File: src/sv/cmdfc_pkg.sv
package cmdfc_pkg;

	localparam int BUFFER_BYTES_DEF = 64;
	localparam int FRAME_OVERHEAD   = 9;
	localparam int RESP_BYTES       = 11;
	localparam int RESP_CNT_W       = $clog2(RESP_BYTES);

	localparam logic [RESP_CNT_W-1:0] RESP_LAST = RESP_CNT_W'(RESP_BYTES - 1);

	localparam logic [7:0] UPDATE_COMMAND = 8'hB5;
	localparam logic [7:0] RESP_BYTE_3    = 8'h02;
	localparam logic [7:0] RESP_BYTE_4    = 8'h00;
	localparam logic [7:0] RESP_BYTE_5    = 8'hFD;
	localparam logic [7:0] RESP_BYTE_6    = 8'hFF;

	typedef enum logic [2:0] {
		CFG_HEADER_ONE   = 3'd0,
		CFG_HEADER_TWO   = 3'd1,
		CFG_HEADER_THREE = 3'd2,
		CFG_TAIL         = 3'd3,
		CFG_LENGTH_LIMIT = 3'd4,
		CFG_CSUM_CODE    = 3'd5,
		CFG_UNSUP_CODE   = 3'd6
	} cfg_index_t;

	localparam logic [7:0] RST_HEADER_ONE   = 8'hAA;
	localparam logic [7:0] RST_HEADER_TWO   = 8'h55;
	localparam logic [7:0] RST_HEADER_THREE = 8'hA5;
	localparam logic [7:0] RST_TAIL         = 8'h5A;
	localparam logic [6:0] RST_LENGTH_LIMIT = 7'd53;
	localparam logic [7:0] RST_CSUM_CODE    = 8'h01;
	localparam logic [7:0] RST_UNSUP_CODE   = 8'h02;

	typedef struct packed {
		logic [7:0] header_one;
		logic [7:0] header_two;
		logic [7:0] header_three;
		logic [7:0] tail;
		logic [6:0] length_limit;
		logic [7:0] csum_code;
		logic [7:0] unsup_code;
	} cfg_t;

	typedef struct packed {
		logic       valid;
		logic [7:0] cmd;
		logic [7:0] code;
	} resp_t;

endpackage

File: src/sv/cmdfc_parser.sv
module cmdfc_parser #(
	parameter int BUFFER_BYTES = cmdfc_pkg::BUFFER_BYTES_DEF
) (
	input  logic              clk,
	input  logic              arst_n,
	input  cmdfc_pkg::cfg_t   cfg,
	input  logic              accept,
	input  logic [7:0]        rx_byte,
	input  logic              packet_start,
	output cmdfc_pkg::resp_t  resp
);

	localparam int POS_W = $clog2(BUFFER_BYTES);
	localparam logic [16:0] MAX_LEN = 17'(BUFFER_BYTES - cmdfc_pkg::FRAME_OVERHEAD);

	logic [POS_W-1:0] pos_q;
	logic [15:0]      len_q;
	logic [7:0]       inv_lo_q;
	logic [7:0]       sum_q;
	logic [7:0]       cmd_q;
	logic [7:0]       rsum_q;
	logic             alive_q;

	logic [POS_W-1:0] pos_e;
	logic [15:0]      len_e;
	logic [7:0]       sum_e;
	logic [7:0]       cmd_e;
	logic [7:0]       rsum_e;
	logic             alive_e;

	logic [POS_W-1:0] pos_d;
	logic [15:0]      len_d;
	logic [7:0]       inv_lo_d;
	logic [7:0]       sum_d;
	logic [7:0]       cmd_d;
	logic [7:0]       rsum_d;
	logic             alive_d;

	logic [15:0]      inv_full;
	logic [POS_W:0]   pos_x;
	logic [POS_W:0]   csum_pos;
	logic [POS_W:0]   tail_pos;

	always_comb begin
		alive_e = packet_start | alive_q;
		pos_e   = packet_start ? '0 : pos_q;
		len_e   = packet_start ? '0 : len_q;
		sum_e   = packet_start ? '0 : sum_q;
		cmd_e   = packet_start ? '0 : cmd_q;
		rsum_e  = packet_start ? '0 : rsum_q;

		inv_full = {rx_byte, inv_lo_q};
		pos_x    = {1'b0, pos_e};
		csum_pos = (POS_W+1)'(7) + {1'b0, len_e[POS_W-1:0]};
		tail_pos = (POS_W+1)'(8) + {1'b0, len_e[POS_W-1:0]};

		pos_d    = pos_e + POS_W'(1);
		len_d    = len_e;
		inv_lo_d = packet_start ? '0 : inv_lo_q;
		sum_d    = sum_e;
		cmd_d    = cmd_e;
		rsum_d   = rsum_e;
		alive_d  = alive_e;
		resp     = '0;
		resp.cmd = cmd_e;

		case (pos_e)
			POS_W'(0): if (rx_byte != cfg.header_one) alive_d = 1'b0;
			POS_W'(1): if (rx_byte != cfg.header_two) alive_d = 1'b0;
			POS_W'(2): if (rx_byte != cfg.header_three) alive_d = 1'b0;
			POS_W'(3): len_d = {8'h00, rx_byte};
			POS_W'(4): len_d = {rx_byte, len_e[7:0]};
			POS_W'(5): inv_lo_d = rx_byte;
			POS_W'(6): begin
				if ((~inv_full) != len_e
					|| len_e >= {9'd0, cfg.length_limit}
					|| {1'b0, len_e} > MAX_LEN)
					alive_d = 1'b0;
			end
			default: begin
				if (pos_e == POS_W'(7)) cmd_d = rx_byte;
				if (pos_x < csum_pos) sum_d = sum_e + rx_byte;
				if (pos_x == csum_pos) rsum_d = rx_byte;
				if (pos_x == tail_pos) begin
					alive_d = 1'b0;
					if (rx_byte == cfg.tail) begin
						if (sum_e != rsum_e) begin
							resp.valid = 1'b1;
							resp.code  = cfg.csum_code;
						end else if (cmd_e != cmdfc_pkg::UPDATE_COMMAND) begin
							resp.valid = 1'b1;
							resp.code  = cfg.unsup_code;
						end
					end
				end
			end
		endcase

		if (!alive_e || !accept) resp.valid = 1'b0;
	end

	always_ff @(posedge clk or negedge arst_n) begin
		if (!arst_n) begin
			alive_q  <= 1'b0;
			pos_q    <= '0;
			len_q    <= '0;
			inv_lo_q <= '0;
			sum_q    <= '0;
			cmd_q    <= '0;
			rsum_q   <= '0;
		end else if (accept && alive_e) begin
			alive_q  <= alive_d;
			pos_q    <= pos_d;
			len_q    <= len_d;
			inv_lo_q <= inv_lo_d;
			sum_q    <= sum_d;
			cmd_q    <= cmd_d;
			rsum_q   <= rsum_d;
		end
	end

endmodule

File: src/sv/cmdfc_tx.sv
module cmdfc_tx (
	input  logic             clk,
	input  logic             arst_n,
	input  cmdfc_pkg::cfg_t  cfg,
	input  cmdfc_pkg::resp_t new_resp,
	output logic             pend_full,
	output logic             m_tvalid,
	input  logic             m_tready,
	output logic [7:0]       m_tdata,
	output logic             m_tuser
);

	logic                             pend_valid_q;
	logic [7:0]                       pend_cmd_q;
	logic [7:0]                       pend_code_q;
	logic                             out_valid_q;
	logic [cmdfc_pkg::RESP_CNT_W-1:0] cnt_q;
	logic [7:0]                       cmd_q;
	logic [7:0]                       code_q;
	logic                             at_last;
	logic                             free;

	assign at_last   = cnt_q == cmdfc_pkg::RESP_LAST;
	assign free      = !out_valid_q || (m_tready && at_last);
	assign pend_full = pend_valid_q;
	assign m_tvalid  = out_valid_q;
	assign m_tuser   = at_last;

	always_comb begin
		case (cnt_q)
			4'd0:    m_tdata = cfg.header_one;
			4'd1:    m_tdata = cfg.header_two;
			4'd2:    m_tdata = cfg.header_three;
			4'd3:    m_tdata = cmdfc_pkg::RESP_BYTE_3;
			4'd4:    m_tdata = cmdfc_pkg::RESP_BYTE_4;
			4'd5:    m_tdata = cmdfc_pkg::RESP_BYTE_5;
			4'd6:    m_tdata = cmdfc_pkg::RESP_BYTE_6;
			4'd7:    m_tdata = cmd_q;
			4'd8:    m_tdata = code_q;
			4'd9:    m_tdata = cmd_q + code_q;
			4'd10:   m_tdata = cfg.tail;
			default: m_tdata = '0;
		endcase
	end

	always_ff @(posedge clk or negedge arst_n) begin
		if (!arst_n) begin
			pend_valid_q <= 1'b0;
			out_valid_q  <= 1'b0;
			cnt_q        <= '0;
		end else begin
			if (new_resp.valid) begin
				pend_valid_q <= 1'b1;
			end else if (free && pend_valid_q) begin
				pend_valid_q <= 1'b0;
			end
			if (free) begin
				out_valid_q <= pend_valid_q;
				cnt_q       <= '0;
			end else if (m_tready) begin
				cnt_q <= cnt_q + 1'b1;
			end
		end
	end

	always_ff @(posedge clk) begin
		if (new_resp.valid) begin
			pend_cmd_q  <= new_resp.cmd;
			pend_code_q <= new_resp.code;
		end
		if (free && pend_valid_q) begin
			cmd_q  <= pend_cmd_q;
			code_q <= pend_code_q;
		end
	end

endmodule

File: src/sv/command_frame_checker_responder_top.sv
// channel  direction  tdata         tuser          width
// s_       in         rx_byte[7:0]  packet_start   8 + 1
// m_       out        tx_byte[7:0]  tx_last        8 + 1
// cfg_     in         cfg_wdata     -              3-bit index, 8-bit data
//
// One rx beat is parsed per cycle while s_tready is high; the frame state updates at the accept edge.
// A response is 11 m_ beats, paced by the output byte counter.
// One response may wait in a holding slot; s_tready drops while it is full.
// Reset clears the frame state and loads the register defaults.
module command_frame_checker_responder_top #(
	parameter int BUFFER_BYTES = cmdfc_pkg::BUFFER_BYTES_DEF
) (
	input  logic       clk,
	input  logic       arst_n,
	input  logic       s_tvalid,
	output logic       s_tready,
	input  logic [7:0] s_tdata,   // [7:0] rx_byte
	input  logic       s_tuser,   // [0] packet_start
	output logic       m_tvalid,
	input  logic       m_tready,
	output logic [7:0] m_tdata,   // [7:0] tx_byte
	output logic       m_tuser,   // [0] tx_last
	input  logic       cfg_we,
	input  logic [2:0] cfg_index,
	input  logic [7:0] cfg_wdata
);

	cmdfc_pkg::cfg_t  cfg_q;
	cmdfc_pkg::resp_t resp;
	logic             pend_full;
	logic             accept;

	assign s_tready = !pend_full;
	assign accept   = s_tvalid && s_tready;

	always_ff @(posedge clk or negedge arst_n) begin
		if (!arst_n) begin
			cfg_q.header_one   <= cmdfc_pkg::RST_HEADER_ONE;
			cfg_q.header_two   <= cmdfc_pkg::RST_HEADER_TWO;
			cfg_q.header_three <= cmdfc_pkg::RST_HEADER_THREE;
			cfg_q.tail         <= cmdfc_pkg::RST_TAIL;
			cfg_q.length_limit <= cmdfc_pkg::RST_LENGTH_LIMIT;
			cfg_q.csum_code    <= cmdfc_pkg::RST_CSUM_CODE;
			cfg_q.unsup_code   <= cmdfc_pkg::RST_UNSUP_CODE;
		end else if (cfg_we) begin
			case (cfg_index)
				cmdfc_pkg::CFG_HEADER_ONE:   cfg_q.header_one   <= cfg_wdata;
				cmdfc_pkg::CFG_HEADER_TWO:   cfg_q.header_two   <= cfg_wdata;
				cmdfc_pkg::CFG_HEADER_THREE: cfg_q.header_three <= cfg_wdata;
				cmdfc_pkg::CFG_TAIL:         cfg_q.tail         <= cfg_wdata;
				cmdfc_pkg::CFG_LENGTH_LIMIT: cfg_q.length_limit <= cfg_wdata[6:0];
				cmdfc_pkg::CFG_CSUM_CODE:    cfg_q.csum_code    <= cfg_wdata;
				cmdfc_pkg::CFG_UNSUP_CODE:   cfg_q.unsup_code   <= cfg_wdata;
				default: ;
			endcase
		end
	end

	cmdfc_parser #(
		.BUFFER_BYTES(BUFFER_BYTES)
	) u_parser (
		.clk          (clk),
		.arst_n       (arst_n),
		.cfg          (cfg_q),
		.accept       (accept),
		.rx_byte      (s_tdata),
		.packet_start (s_tuser),
		.resp         (resp)
	);

	cmdfc_tx u_tx (
		.clk       (clk),
		.arst_n    (arst_n),
		.cfg       (cfg_q),
		.new_resp  (resp),
		.pend_full (pend_full),
		.m_tvalid  (m_tvalid),
		.m_tready  (m_tready),
		.m_tdata   (m_tdata),
		.m_tuser   (m_tuser)
	);

endmodule
File: config.mk
export PLATFORM = sky130hd
export DESIGN_NAME = command_frame_checker_responder_top
export DESIGN_NICKNAME = d
export VERILOG_FILES = /design/src/sv/cmdfc_pkg.sv /design/src/sv/cmdfc_parser.sv /design/src/sv/cmdfc_tx.sv /design/src/sv/command_frame_checker_responder_top.sv
export SDC_FILE = /design/constraint.sdc
export NUM_CORES = 1
export LEC_CHECK = 0
export BUFFER_PORTS_ARGS = -buffer_cell sky130_fd_sc_hd__buf_2
export CORE_ASPECT_RATIO = 1.25
export CORE_MARGIN = 2
export CORE_UTILIZATION = 64
export DETAILED_ROUTE_END_ITERATION = 7
export MAX_ROUTING_LAYER = met4
export PLACE_DENSITY = 0.81
export SLEW_MARGIN = 10
export SYNTH_ARGS = -nofsm -noshare
export SYNTH_HDL_FRONTEND = slang
export SYNTH_HIERARCHICAL = 1
export SYNTH_SLANG_ARGS = --single-unit
File: constraint.sdc
create_clock -name clk -period 4.8 [get_ports clk]
set_input_delay 0.24 -clock clk [delete_from_list [all_inputs] [get_ports clk]]
set_output_delay 0.24 -clock clk [all_outputs]
set_load 0.02 [all_outputs]
Yosys cells after proc, flatten, opt, wreduce, memory -nomap -nowiden

Cells that the tools add are included.

$add $sub $neg: 6
$lt $le $gt $ge: 3
Eq/ne operators: 31
Mux-type cells: 33
Bitwise gates (word level): 4
Reduce and logical (&&, ||, !) cells: 29

Operators with widths:

| kind                                                            | number |
|---|---|
| 2-to-1 mux 8 bit                                                | 13 |
| case mux 8 bit (10 select lines)                                | 1 |
| != test 8 bit                                                   | 4 |
| case mux 16 bit (2 select lines)                                | 1 |
| == test 6 x 3 -> 1 bit (second input constant)                  | 4 |
| adder 8 bit                                                     | 2 |
| >= comparator 16 x 7 -> 1 bit                                   | 1 |
| greater-than comparator 16 x 6 -> 1 bit (second input constant) | 1 |
| 2-to-1 mux 16 bit                                               | 1 |
| != test 16 bit                                                  | 1 |
| NOT 16 bit                                                      | 1 |
| AND reduction 2 bit                                             | 8 |
| == test 6 x 7 -> 1 bit                                          | 2 |
| 2-to-1 mux 1 bit                                                | 13 |
| == test 4 x 3 -> 1 bit (second input constant)                  | 3 |
| == test 4 bit (second input constant)                           | 3 |
| == test 6 x 2 -> 1 bit (second input constant)                  | 2 |
| == test 3 bit (second input constant)                           | 3 |
| OR reduction 9 bit                                              | 1 |
| == test 4 x 2 -> 1 bit (second input constant)                  | 2 |
| == test 8 bit                                                   | 1 |
| 2-to-1 mux 4 bit                                                | 2 |
| != test 8 bit (second input constant)                           | 1 |
| adder 3 x 6 -> 7 bit (first input constant)                     | 1 |
| other kinds (21)                                                | 34 |

Register bits: 148
Input port bits: 25
Output and inout bits: 11

Depth between registers and ports, before layout

Gate-level depths: netlist (run 1).

Word-level depth: 9
Gate-level depth with buffers: 18

Cells and area by module

Netlist (run 1), hierarchy kept.

Modules (own cells, without submodules):

| module                              | times used | cells an instance | area each (µm²) | seq. area each (µm²) |
|---|---|---|---|---|
| cmdfc_parser                        | 1          | 497               | 4,277.9         | 1,376.3 |
| command_frame_checker_responder_top | 1          | 126               | 2,148.3         | 1,403.8 |
| cmdfc_tx                            | 1          | 184               | 2,133.3         | 1,111.1 |

Worst setup path after synthesis (run 1)

OpenSTA, ideal clock, no wires.

Kind: input -> register
From: input port s_tuser
To: register u_tx.pend_cmd_q[0], enable pin
Setup time: 390 ps
Arrival time: 3,012 ps
Path slack: 1,398 ps
Stages: 11
Buffers on the path: 3
Cell sequence: buf_2 > buf_2 > buf_2 > nor2b_1 > inv_1 > ha_1 > nor3_1 > a22oi_2 > nor3b_1 > nand3_1 > nor2_1

RTL lines:

| item                 | line                                      | RTL |
|---|---|---|
| from (decl)          | command_frame_checker_responder_top.sv:18 | `input logic s_tuser,` |
| to (signal assigned) | cmdfc_tx.sv:68                            | `pend_cmd_q <= new_resp.cmd;` |
| to (decl)            | cmdfc_tx.sv:14                            | `logic [7:0] pend_cmd_q;` |

==> summary.txt, run 1 <==
Setup path
  – End of the critical path: u_tx/pend_cmd_q[5]
  – Critical path arrival: 3.38 ns
  – Setup crit start: s_tuser
  – R2r worst-path depth: 9
  – R2r endpoint: u_tx/pend_cmd_q[5]
  – CP Max Fanout: 30
  – Reg-to-Reg Start: u_parser/pos_q[0]
  – Flop-to-flop setup slack: 1.60 ns
  – WP data required: 4.91 ns
  – Crit. End Element: flop
  – Crit Path Category: in2reg
  – Crit path launch type: input port

Logic synthesis
  – Simple-gate share of the synthesized area: 15.1%
  – Synthesized area per cell: 10.6 sq um
  – Count of different cell masters after synthesis: 73
  – Compound-Gate Fraction of Synth Area: 14.6%
  – Number of synthesized flops with an enable pin: 32
  – Share of the synthesized area in the top cell type: 27.5%
  – Synth Area in XOR/XNOR: 6.55%
  – Top-count cell post-synth: dfrtp_1
  – Flops & latches, synth: 148
  – Syn Nets: 870
  – Largest family of logic cells by synthesized area: simple AND/OR/NAND/NOR gates
  – Area contributors post-synth: dfrtp_1 (27%), edfxtp_1 (11%), mux2_2 (7.4%)
  – Ys flop type: dfrtp_1
  – Fraction of registers with async set/reset: 78.4%
  – Cells after Synth: 807
  – Register area share after synthesis: 45.5%
  – Largest area contributor in the netlist: dfrtp_1
  – Commonest cells post-synth: dfrtp_1 (94), nand2_1 (68), mux2_2 (56), o21ai_0 (39), ha_1 (36)
  – Area of the mapped netlist: 8560 sq um
  – YS warnings: 6
  – Adder-Cell Fraction of Synth Area: 5.73%
  – Mux cell area share after synthesis: 8.54%

Global routing
  – GRT overflow: 0
  – Initial antenna violation count: 0
  – Largest net degree at the start of global routing: 81
  – First-pass GRT wire length: 35900 um
  – Total track usage: 34.0%
  – Vias in the first global route: 6787

Final layout
  – Layout Cells excl Fill: 1008
  – Multi-input gate area: 4320 sq um
  – Finished Core Util: 71.0%
  – # fillers: 957
  – Diode count: 0
  – Final net count: 887
  – Area Overhead vs Synth: 9.30%
  – Share of cells above drive strength 1: 20.2%
  – FF/Latch Area: 3890 sq um

Pwr
  – Peak VDD IR: 0.000227 V
  – Design Power: 3.78 mW
  – Pwr dens: 404 nW/um^2
  – Lkg Pwr: 3.98 nW

Placed design
  – Placed Cells: 976
  – DP HPWL: 15500 um
  – Gpl congestion: 1.01
  – Port Buffers: 35

Clock tree
  – CTS resizes: 0
  – Root Driver: clkbuf_16
  – Clock Sinks: 148
  – Cts hold-fix bufs: 0
  – CTS tree: done
  – CTS H-tree lvls: 4
  – Clk buf depth: 2
  – Clk slew on worst S/H paths: 0.06 ns
  – Clk_lat worst skew: 0.43 ns
  – Post-CTS setup buffers: 0
  – CTS Buf Count: 17

Status
  – Failing checks: hold timing
  – Outcome: finished, violations left

Timing
  – Clk_skew: 0.00795 ns
  – Min Tclk post-route: 3.26 ns
  – Worst slew pin tran: 1.16 ns
  – Max-slew headroom: 22.4%
  – Hold WS: -0.0333 ns
  – Unrepaired setup endpoints after global routing: false
  – Hold Vio Cnt, Final: 11
  – Max Freq: 0.306 GHz
  – Fin crit share: 68.0%
  – Setup violators final: 0
  – Slew Limit Fails: 0
  – Total negative slack: 0 ns

Detailed routing
  – Per-cell routed wire length: 22.1 um
  – DRT Wirelength: 22200 um
  – Post-route ant nets: 0
  – Routed vias: 6632
  – Vias per cell: 6.58
  – Drt initial violations: 684
  – DRC: 0
  – Router iterations before antenna repair: 5

Floorplan
  – Die X-Extent: 107 um
  – Initial Util: 65.0%
  – Ports: 36
  – Core area: 13200 sq um
  – Site row count: 47
  – Die area: 14300 sq um
  – Die Y: 133 um

Flow run
  – Max-Cap Viols: 0

Worst hold path
  – Worst Hold Class: in2async
-- worst min-delay path by stage --
stage,end,slack (ns)
detailed placement,u_tx/cmd_q[3],0.40
CTS,cfg_q[15],0.01
global route,cfg_q[10],0.04
global placement,u_tx/code_q[7],0.40
finish,cfg_q[10],-0.03
floorplan,cfg_q[0],-0.06
-- metal layers --
layer,GRT usage [%],routed length (um),share of wire [%],vias up
met2,56.2,11200,50,334
li1,-,-,-,2974
met1,38.1,8290,37,3217
met3,6.60,1340,6.0,107
met5,-,0,0,-
met4,19.8,1400,6.3,0
-- area by class of cell --
| cell class | instances | area share (%) |
|---|---|---|
| timing repair buffer | 44 | 2.62 |
| inverter | 29 | 1.16 |
| clock buffer | 18 | 4.59 |
| clock inverter | 14 | 1.52 |
| sequential | 148 | 41.6 |
| tap | 171 | 2.29 |
| multi-input combinational | 584 | 46.2 |
-- layout by cell type (no fill, tap or decap), types with 22 or more instances in the layout --
cell	synthesis	layout
a22o_1	35	35
dfrtp_1	94	94
a21oi_1	31	31
nor2_1	30	30
inv_1	29	29
xnor2_1	32	32
ha_1	36	36
xor2_1	32	32
edfxtp_1	32	32
buf_2	23	34
dfstp_2	22	22
mux2_2	56	56
nand2_1	68	68
nor2b_1	31	31
o21ai_0	39	39
-- sequential cells by signal, summed over array words and instances (netlist names) --
register,cells
u_parser/sum_q,8
u_tx/m_tvalid,1
u_parser/len_q,16
u_tx/code_q,8
u_parser/rsum_q,8
u_parser/inv_lo_q,8
u_tx/pend_cmd_q,8
u_tx/cnt_q,4
u_parser/alive_q,1
u_parser/cmd_q,8
u_tx/pend_full,1
u_tx/cmd_q,8
u_parser/pos_q,6
u_tx/pend_code_q,8
cfg_q,55
-- through the flow --
stage	hold slack [ns]	worst slack [ns]	area [sq um]
after floorplan	-0.0556	1.40	8560
after global placement	0.402	1.36	8780
after detailed placement	0.405	1.20	8780
after CTS	0.0146	1.61	9360
after global routing	0.0393	1.34	9360
final	-0.0333	1.54	9360
-- kinds of logic after synthesis --
logic type / after synthesis
mux: 66
buf+inv: 75
simple gates: 237
xor+xnor: 64
fa+ha+maj: 38
compound gates: 179
flops: 148
-- worst max-delay path: stages --
cell	delay [ns]
buf_2	0.28
buf_4	0.31
nor2b_1	0.32
inv_1	0.17
ha_1	0.28
nor3_1	0.39
a22oi_2	0.18
nor3b_1	0.36
nand3_1	0.37
nor2_1	0.19
buf_4	0.27
-- report_power, final --
group / internal, mW / total [mW] / switching (mW)
sequential: 1.48 / 1.65 / 0.176
combinational: 0.384 / 0.837 / 0.453
clock: 0.728 / 1.29 / 0.558
total: 2.59 / 3.78 / 1.19
(Power assumes the default switching activity.)
==> run 2: changes to the inputs <==
Settings changed: CORE_UTILIZATION 64 to 56, PLACE_DENSITY 0.81 to 0.75.
Clock period 4.8 ns to 2.7 ns, I/O delays scaled along.
==> summary.txt, run 2 (synthesized netlist as in run 1, its figures left out) <==
Detailed routing
  – DRC: 0 (unchanged)
  – Per-cell routed wire length: 21.5 um (-2.4%)
  – DRT Wirelength: 22600 um (+1.5%)
  – Drt initial violations: 642 (-6.1%)
  – Vias per cell: 6.39 (-3.0%)
  – Routed vias: 6698 (+1.0%)
  – Router iterations before antenna repair: 7 (+2)
  – Post-route ant nets: 0 (unchanged)

Pwr
  – Design Power: 7.12 mW (+89%)
  – Sequential Power Share: 41.4% (-2.4 points)
  – Internal cell power: 4.95 mW (+91%)
  – Net Sw Power: 2.17 mW (+83%)
  – Lkg Pwr: 4.19 nW (+5.3%)
  – Pwr dens: 725 nW/um^2 (+80%)
  – Sw frac: 30.5% (-0.97 points)
  – Clock power share: 35.6% (+1.5 points)
  – Proportion of power drawn by combinational gates: 23.0% (+0.8 points)
  – Peak VDD IR: 0.000578 V (+150%)

Placed design
  – Gpl congestion: 0.934 (-7.4%)
  – Placed cell areas: 9050 sq um (+3.0%)
  – Worst slack at placement: 0.0926 ns (-1.11 ns)
  – DP HPWL: 16300 um (+5.2%)
  – Port Buffers: 35 (unchanged)

Floorplan
  – Site row count: 50 (+6.4%)
  – Die X-Extent: 115 um (+6.7%)
  – Die Y: 142 um (+6.7%)
  – Ports: 36 (unchanged)
  – Initial Util: 57.2% (-7.7 points)
  – Die area: 16300 sq um (+14%)
  – Core area: 15000 sq um (+14%)

Final layout
  – Area Overhead vs Synth: 14.8%
  – Max reg flops: 55 (unchanged)
  – Most frequent cells in the layout: dfrtp_1 (94), nand2_1 (68), mux2_2 (56)
  – Top Registers: cfg_q (55), u_parser/len_q (16)
  – Final net count: 917 (+3.4%)
  – Share of cells above drive strength 1: 24.8% (+4.6 points)
  – Final Instance Area: 9830 sq um (+5.0%)
  – Biggest register: cfg_q
  – Diode count: 0 (unchanged)
  – Commonest non-fill, non-tap cell in the layout: dfrtp_1

Global routing
  – Total track usage: 29.9% (-4.1 points)
  – First-pass GRT wire length: 36000 um (+0.17%)
  – Vias in the first global route: 6765 (-0.32%)
  – Initial antenna violation count: 0 (unchanged)
  – Largest net degree at the start of global routing: 51 (-37%)
  – GRT overflow: 0 (unchanged)

Clock tree
  – CTS H-tree lvls: 4 (unchanged)
  – CTS tree: done
  – Clock Sinks: 148 (unchanged)
  – Clk buf depth: 2 (unchanged)
  – Root Driver: clkbuf_16
  – Clk slew on worst S/H paths: 0.07 ns (about the same)
  – CTS Buf Count: 17 (unchanged)
  – Clk_lat worst skew: 0.43 ns (about the same)

Timing
  – Setup violators final: 0 (unchanged)
  – Slack of the critical path: 0.102 ns (-1.43 ns)
  – Max Freq: 0.385 GHz
  – Clk_skew: 0.00646 ns (-0.00149 ns)
  – Worst slew pin tran: 0.787 ns (-0.377 ns)
  – Fin crit share: 96.2%
  – Slew Limit Fails: 0 (unchanged)
  – Hold Vio Cnt, Final: 0 (-11)
  – Min Tclk post-route: 2.60 ns
  – Max-slew headroom: 47.6% (+25 points)

Setup path
  – Crit Path Category: reg2out
  – Flop-to-flop setup slack: 0.14 ns (-1.46 ns)
  – R2r worst-path depth: 9 (unchanged)
  – Setup crit start: u_tx/cnt_q[3]
  – CP Max Fanout: 22 (-27%)
  – WP data required: 2.57 ns (-2.34 ns)
  – Critical path arrival: 2.46 ns (-0.92 ns)
  – End of the critical path: m_tdata[7]
  – R2r endpoint: u_parser/rsum_q[7]
  – Reg-to-Reg Start: u_parser/len_q[0]
  – Crit path launch type: flop
  – Crit. End Element: output pin

Worst hold path
  – Hold path start: cfg_wdata[7]
  – Worst Hold Class: in2reg

Status
  – Outcome: completed

Flow run
  – Max-Cap Viols: 0 (unchanged)
-- run 2: how the worst min path moves through the flow --
stage / slack (ns) / depth (start not counted) / to
after global routing: 0.04 / 2 / cfg_q[7]
final: 0.05 / 2 / cfg_q[7]
after CTS: 0.04 / 2 / cfg_q[7]
after detailed placement: 0.20 / 1 / cfg_q[12]
after floorplan: -0.16 / 0 / cfg_q[0]
after global placement: 0.18 / 1 / cfg_q[12]
-- run 2: area by class of cell --
| class | count | area, sq um |
|---|---|---|
| multi-input combinational | 584 | 4400 |
| inverter | 29 | 109 |
| timing repair buffer | 74 | 557 |
| fill | 1163 | 5130 |
| clock buffer | 19 | 454 |
| clock inverter | 13 | 184 |
| sequential | 148 | 3890 |
| tap | 182 | 228 |
-- run 2: metrics by stage --
stage	setup TNS, ns	instances	hold WS [ns]	utilization, %
after CTS	0	1042	0.0389	64.9
final	0	1049	0.0505	65.7
after floorplan	0	807	-0.161	-
after detailed placement	0	1009	0.199	60.5
after global routing	-0.0823	1049	0.0450	65.7
after global placement	0	1009	0.178	60.5
-- run 2: critical path, cell delays in order (launching register included) --
cell and delay (ns):
dfrtp_1 0.85, mux2i_1 0.29, nor3b_1 0.07, a2111oi_0 0.49, o21ai_1 0.14, buf_2 0.19
-- run 2: routing by layer --
metal  vias to the layer above  GRT usage, %  part of all wire [%]
met5                         -             -                     0
met4                         0          14.3                   4.9
met3                        85          5.15                   5.4
met2                       286          50.4                    51
met1                      3286          34.7                    39
li1                       3041             -                     -
-- run 2: power groups by stage --
stage	Combinational, mW	Sequential, mW	Clock (mW)
after floorplan	1.15	2.84	0
after global placement	1.49	2.96	0
after detailed placement	1.55	2.97	0
after CTS	1.56	2.94	2.57
after global routing	1.80	2.98	2.68
final	1.64	2.95	2.54
-- run 2: what timing repair did --
item	in CTS	in global routing
gates resized for setup	3	13
pin swaps	0	10
buffers inserted	0	7
hold buffers	1	0
hold endpoints to repair	35	0
endpoints found under the setup margin	2	35
==> run 3: changes to the inputs <==
Settings changed: SYNTH_HIERARCHICAL 1 to unset.
==> summary.txt, run 3 <==
Status
  – Outcome: completed

Final layout
  – Layout Cells excl Fill: 1034 (-1.4%)
  – Commonest non-fill, non-tap cell in the layout: dfrtp_1
  – Most frequent cells in the layout: dfrtp_1 (94), nand2_1 (66), mux2_2 (50)
  – FF/Latch Area: 3890 sq um (unchanged)
  – Biggest register: cfg_q
  – Diode count: 0 (unchanged)
  – Share of cells above drive strength 1: 25.4% (+0.55 points)
  – Top Registers: cfg_q (55), u_parser.len_q (16)
  – Multi-input gate area: 4330 sq um (-1.6%)
  – Area Overhead vs Synth: 14.2%
  – Final Instance Area: 9640 sq um (-1.9%)
  – Final net count: 903 (-1.5%)
  – # fillers: 1123 (-3.4%)
  – Max reg flops: 55 (unchanged)

Timing
  – Slew Limit Fails: 0 (unchanged)
  – Max Freq: 0.379 GHz (-1.5%)
  – Hold Vio Cnt, Final: 0 (unchanged)
  – Fin crit share: 97.7% (+1.5 points)
  – Unrepaired setup endpoints after global routing: true
  – Min Tclk post-route: 2.64 ns (+0.0398 ns)
  – Total negative slack: 0 ns (unchanged)
  – Clk_skew: 0.00536 ns (-0.00111 ns)
  – Setup violators final: 0 (unchanged)
  – Hold WS: 0.0203 ns (-0.0302 ns)
  – Worst slew pin tran: 0.849 ns (+0.0627 ns)
  – Max-slew headroom: 43.1% (-4.4 points)

Global routing
  – Largest net degree at the start of global routing: 67 (+31%)
  – Vias in the first global route: 6550 (-3.2%)
  – GRT overflow: 0 (unchanged)
  – Total track usage: 30.1% (+0.16 points)
  – First-pass GRT wire length: 35600 um (-1.1%)
  – Initial antenna violation count: 0 (unchanged)

Logic synthesis
  – Commonest cells post-synth: dfrtp_1 (94), nand2_1 (66), mux2_2 (50), xor2_1 (39), ha_1 (37)
  – Register area share after synthesis: 46.1% (+0.61 points)
  – Share of the synthesized area in the top cell type: 27.9% (+0.37 points)
  – Number of synthesized flops with an enable pin: 32 (unchanged)
  – Top-count cell post-synth: dfrtp_1
  – Largest area contributor in the netlist: dfrtp_1
  – Area contributors post-synth: dfrtp_1 (28%), edfxtp_1 (11%), dfstp_2 (6.8%)
  – Count of different cell masters after synthesis: 72 (-1.4%)
  – Ys flop type: dfrtp_1
  – Synthesized area per cell: 10.7 sq um (+0.79%)
  – YS warnings: 0 (-6)
  – Flops & latches, synth: 148 (unchanged)
  – Syn Nets: 854 (-1.8%)
  – Cells after Synth: 790 (-2.1%)
  – Fraction of registers with async set/reset: 78.4% (unchanged)
  – Area of the mapped netlist: 8450 sq um (-1.3%)

Detailed routing
  – Per-cell routed wire length: 21.6 um (+0.54%)
  – Router iterations before antenna repair: 5 (-2)
  – DRC: 0 (unchanged)
  – DRT Wirelength: 22400 um (-0.90%)
  – Routed vias: 6529 (-2.5%)
  – Drt initial violations: 720 (+12%)
  – Post-route ant nets: 0 (unchanged)
  – Vias per cell: 6.31 (-1.1%)

Floorplan
  – Die area: 16100 sq um (-1.3%)
  – Ports: 36 (unchanged)
  – Site row count: 50 (unchanged)
  – Initial Util: 56.7% (-0.52 points)
  – Die Y: 141 um (-0.65%)
  – Core area: 14900 sq um (-0.42%)
  – Die X-Extent: 114 um (-0.65%)

Clock tree
  – CTS H-tree lvls: 4 (unchanged)
  – Root Driver: clkbuf_16
  – Clk_lat worst skew: 0.42 ns (about the same)
  – CTS tree: done
  – Clk buf depth: 2 (unchanged)
  – Clock Sinks: 148 (unchanged)
  – Clk slew on worst S/H paths: 0.06 ns (about the same)
  – CTS Buf Count: 17 (unchanged)

Setup path
  – Setup crit start: u_tx.cmd_q[0]
  – Crit Path Category: reg2out
  – Crit. End Element: output pin
  – Critical path arrival: 2.50 ns (+0.04 ns)
  – Reg-to-Reg Start: u_parser.len_q[1]
  – Crit path launch type: flop
  – WP data required: 2.57 ns (about the same)
  – CP Max Fanout: 2 (-91%)

Placed design
  – Port Buffers: 35 (unchanged)
  – Placed cell areas: 8950 sq um (-1.1%)
  – Placed Cells: 998 (-1.1%)
  – Gpl congestion: 0.949 (+1.6%)
  – DP HPWL: 16200 um (-1.1%)

Pwr
  – Proportion of power drawn by combinational gates: 32.3% (+9.3 points)
  – Sw frac: 34.4% (+3.9 points)
  – Pwr dens: 832 nW/um^2 (+15%)
  – Net Sw Power: 2.76 mW (+27%)
  – Clock power share: 29.4% (-6.2 points)
  – Peak VDD IR: 0.000324 V (-44%)
  – Lkg Pwr: 4.10 nW (-2.3%)
  – Sequential Power Share: 38.2% (-3.2 points)
  – Internal cell power: 5.26 mW (+6.3%)

Flow run
  – Max-Cap Viols: 0 (unchanged)

Worst hold path
  – Worst Hold Class: in2reg
  – Hold path start: cfg_wdata[2]
## run 3: per-stage QoR
step                power [mW]  utilization, %  setup WS (ns)
finish                    8.03            64.8         0.0622
global route              8.42            64.8        -0.0704
CTS                       7.99            64.4        -0.0339
detailed placement        5.60            60.1         0.0179
global placement          5.52            60.1         0.0784
floorplan                 4.81               -         0.0155
## run 3: timing repair
| item | in CTS | in global routing |
|---|---|---|
| cloned | 0 | 0 |
| pin swaps | 0 | 5 |
| setup buffers | 2 | 1 |
| endpoints found under the hold margin | 40 | 0 |
| hold buffers | 1 | 0 |
| resized for setup | 6 | 13 |
| endpoints found under the setup margin | 4 | 20 |
## run 3: per-layer routing
| layer | global-route usage, % | share of wire, % | up-vias |
|---|---|---|---|
| met5 | - | 0 | - |
| met4 | 15.4 | 5.0 | 0 |
| met3 | 5.38 | 5.8 | 81 |
| met2 | 49.3 | 51 | 282 |
| met1 | 35.7 | 39 | 3199 |
| li1 | - | - | 2967 |
## run 3: cells by family (layout without fill, tap and decap cells)
group,count (synthesis),count (layout),synth area share (%)
AND/OR/NAND/NOR,231,231,14.9
AO/OA/AOI/OAI,180,180,15.5
XOR/XNOR,65,65,6.74
buffers and inverters,73,135,3.67
adder cells (fa/ha/maj),40,40,6.07
multiplexers,53,53,7.02
flip-flops,148,148,46.1
## run 3: path summary, 6_finish.rpt
kind | slack [ns] | cells after the start | endpoint
max in group asynchronous | 1.55 | 3 | cfg_q[8]
worst max-delay path | 0.06 | 9 | m_tdata[6]
min in group asynchronous | 0.30 | 2 | cfg_q[35]
worst min-delay path | 0.02 | 3 | cfg_q[18]
worst min register to register | 0.42 | 0 | u_tx.code_q[6]
worst max register to register | 0.12 | 12 | u_parser.rsum_q[5]
## run 3: critical path, cell delays in order (launching register included)
cell      delay, ns
edfxtp_1       0.45
ha_2           0.23
fa_2           0.37
a21o_1         0.21
a21oi_2        0.16
o21bai_1       0.09
a21oi_1        0.16
xor2_1         0.17
o21ai_1        0.09
buf_2          0.16
## run 3: layout make-up
| type | count | area share (%) |
|---|---|---|
| clock inverters | 14 | 1.67 |
| flip-flops and latches | 148 | 40.4 |
| multi-input cells | 569 | 44.9 |
| repair buffers | 72 | 5.04 |
| well taps | 182 | 2.36 |
| clock buffers | 18 | 4.45 |
| inverters | 31 | 1.21 |
## run 3: power groups by stage
stage | Combinational [mW] | Sequential, mW | Clock (mW)
after CTS | 2.54 | 3.06 | 2.40
after detailed placement | 2.51 | 3.09 | 0
after global placement | 2.45 | 3.07 | 0
after floorplan | 1.87 | 2.94 | 0
after global routing | 2.82 | 3.11 | 2.49
final | 2.59 | 3.07 | 2.36
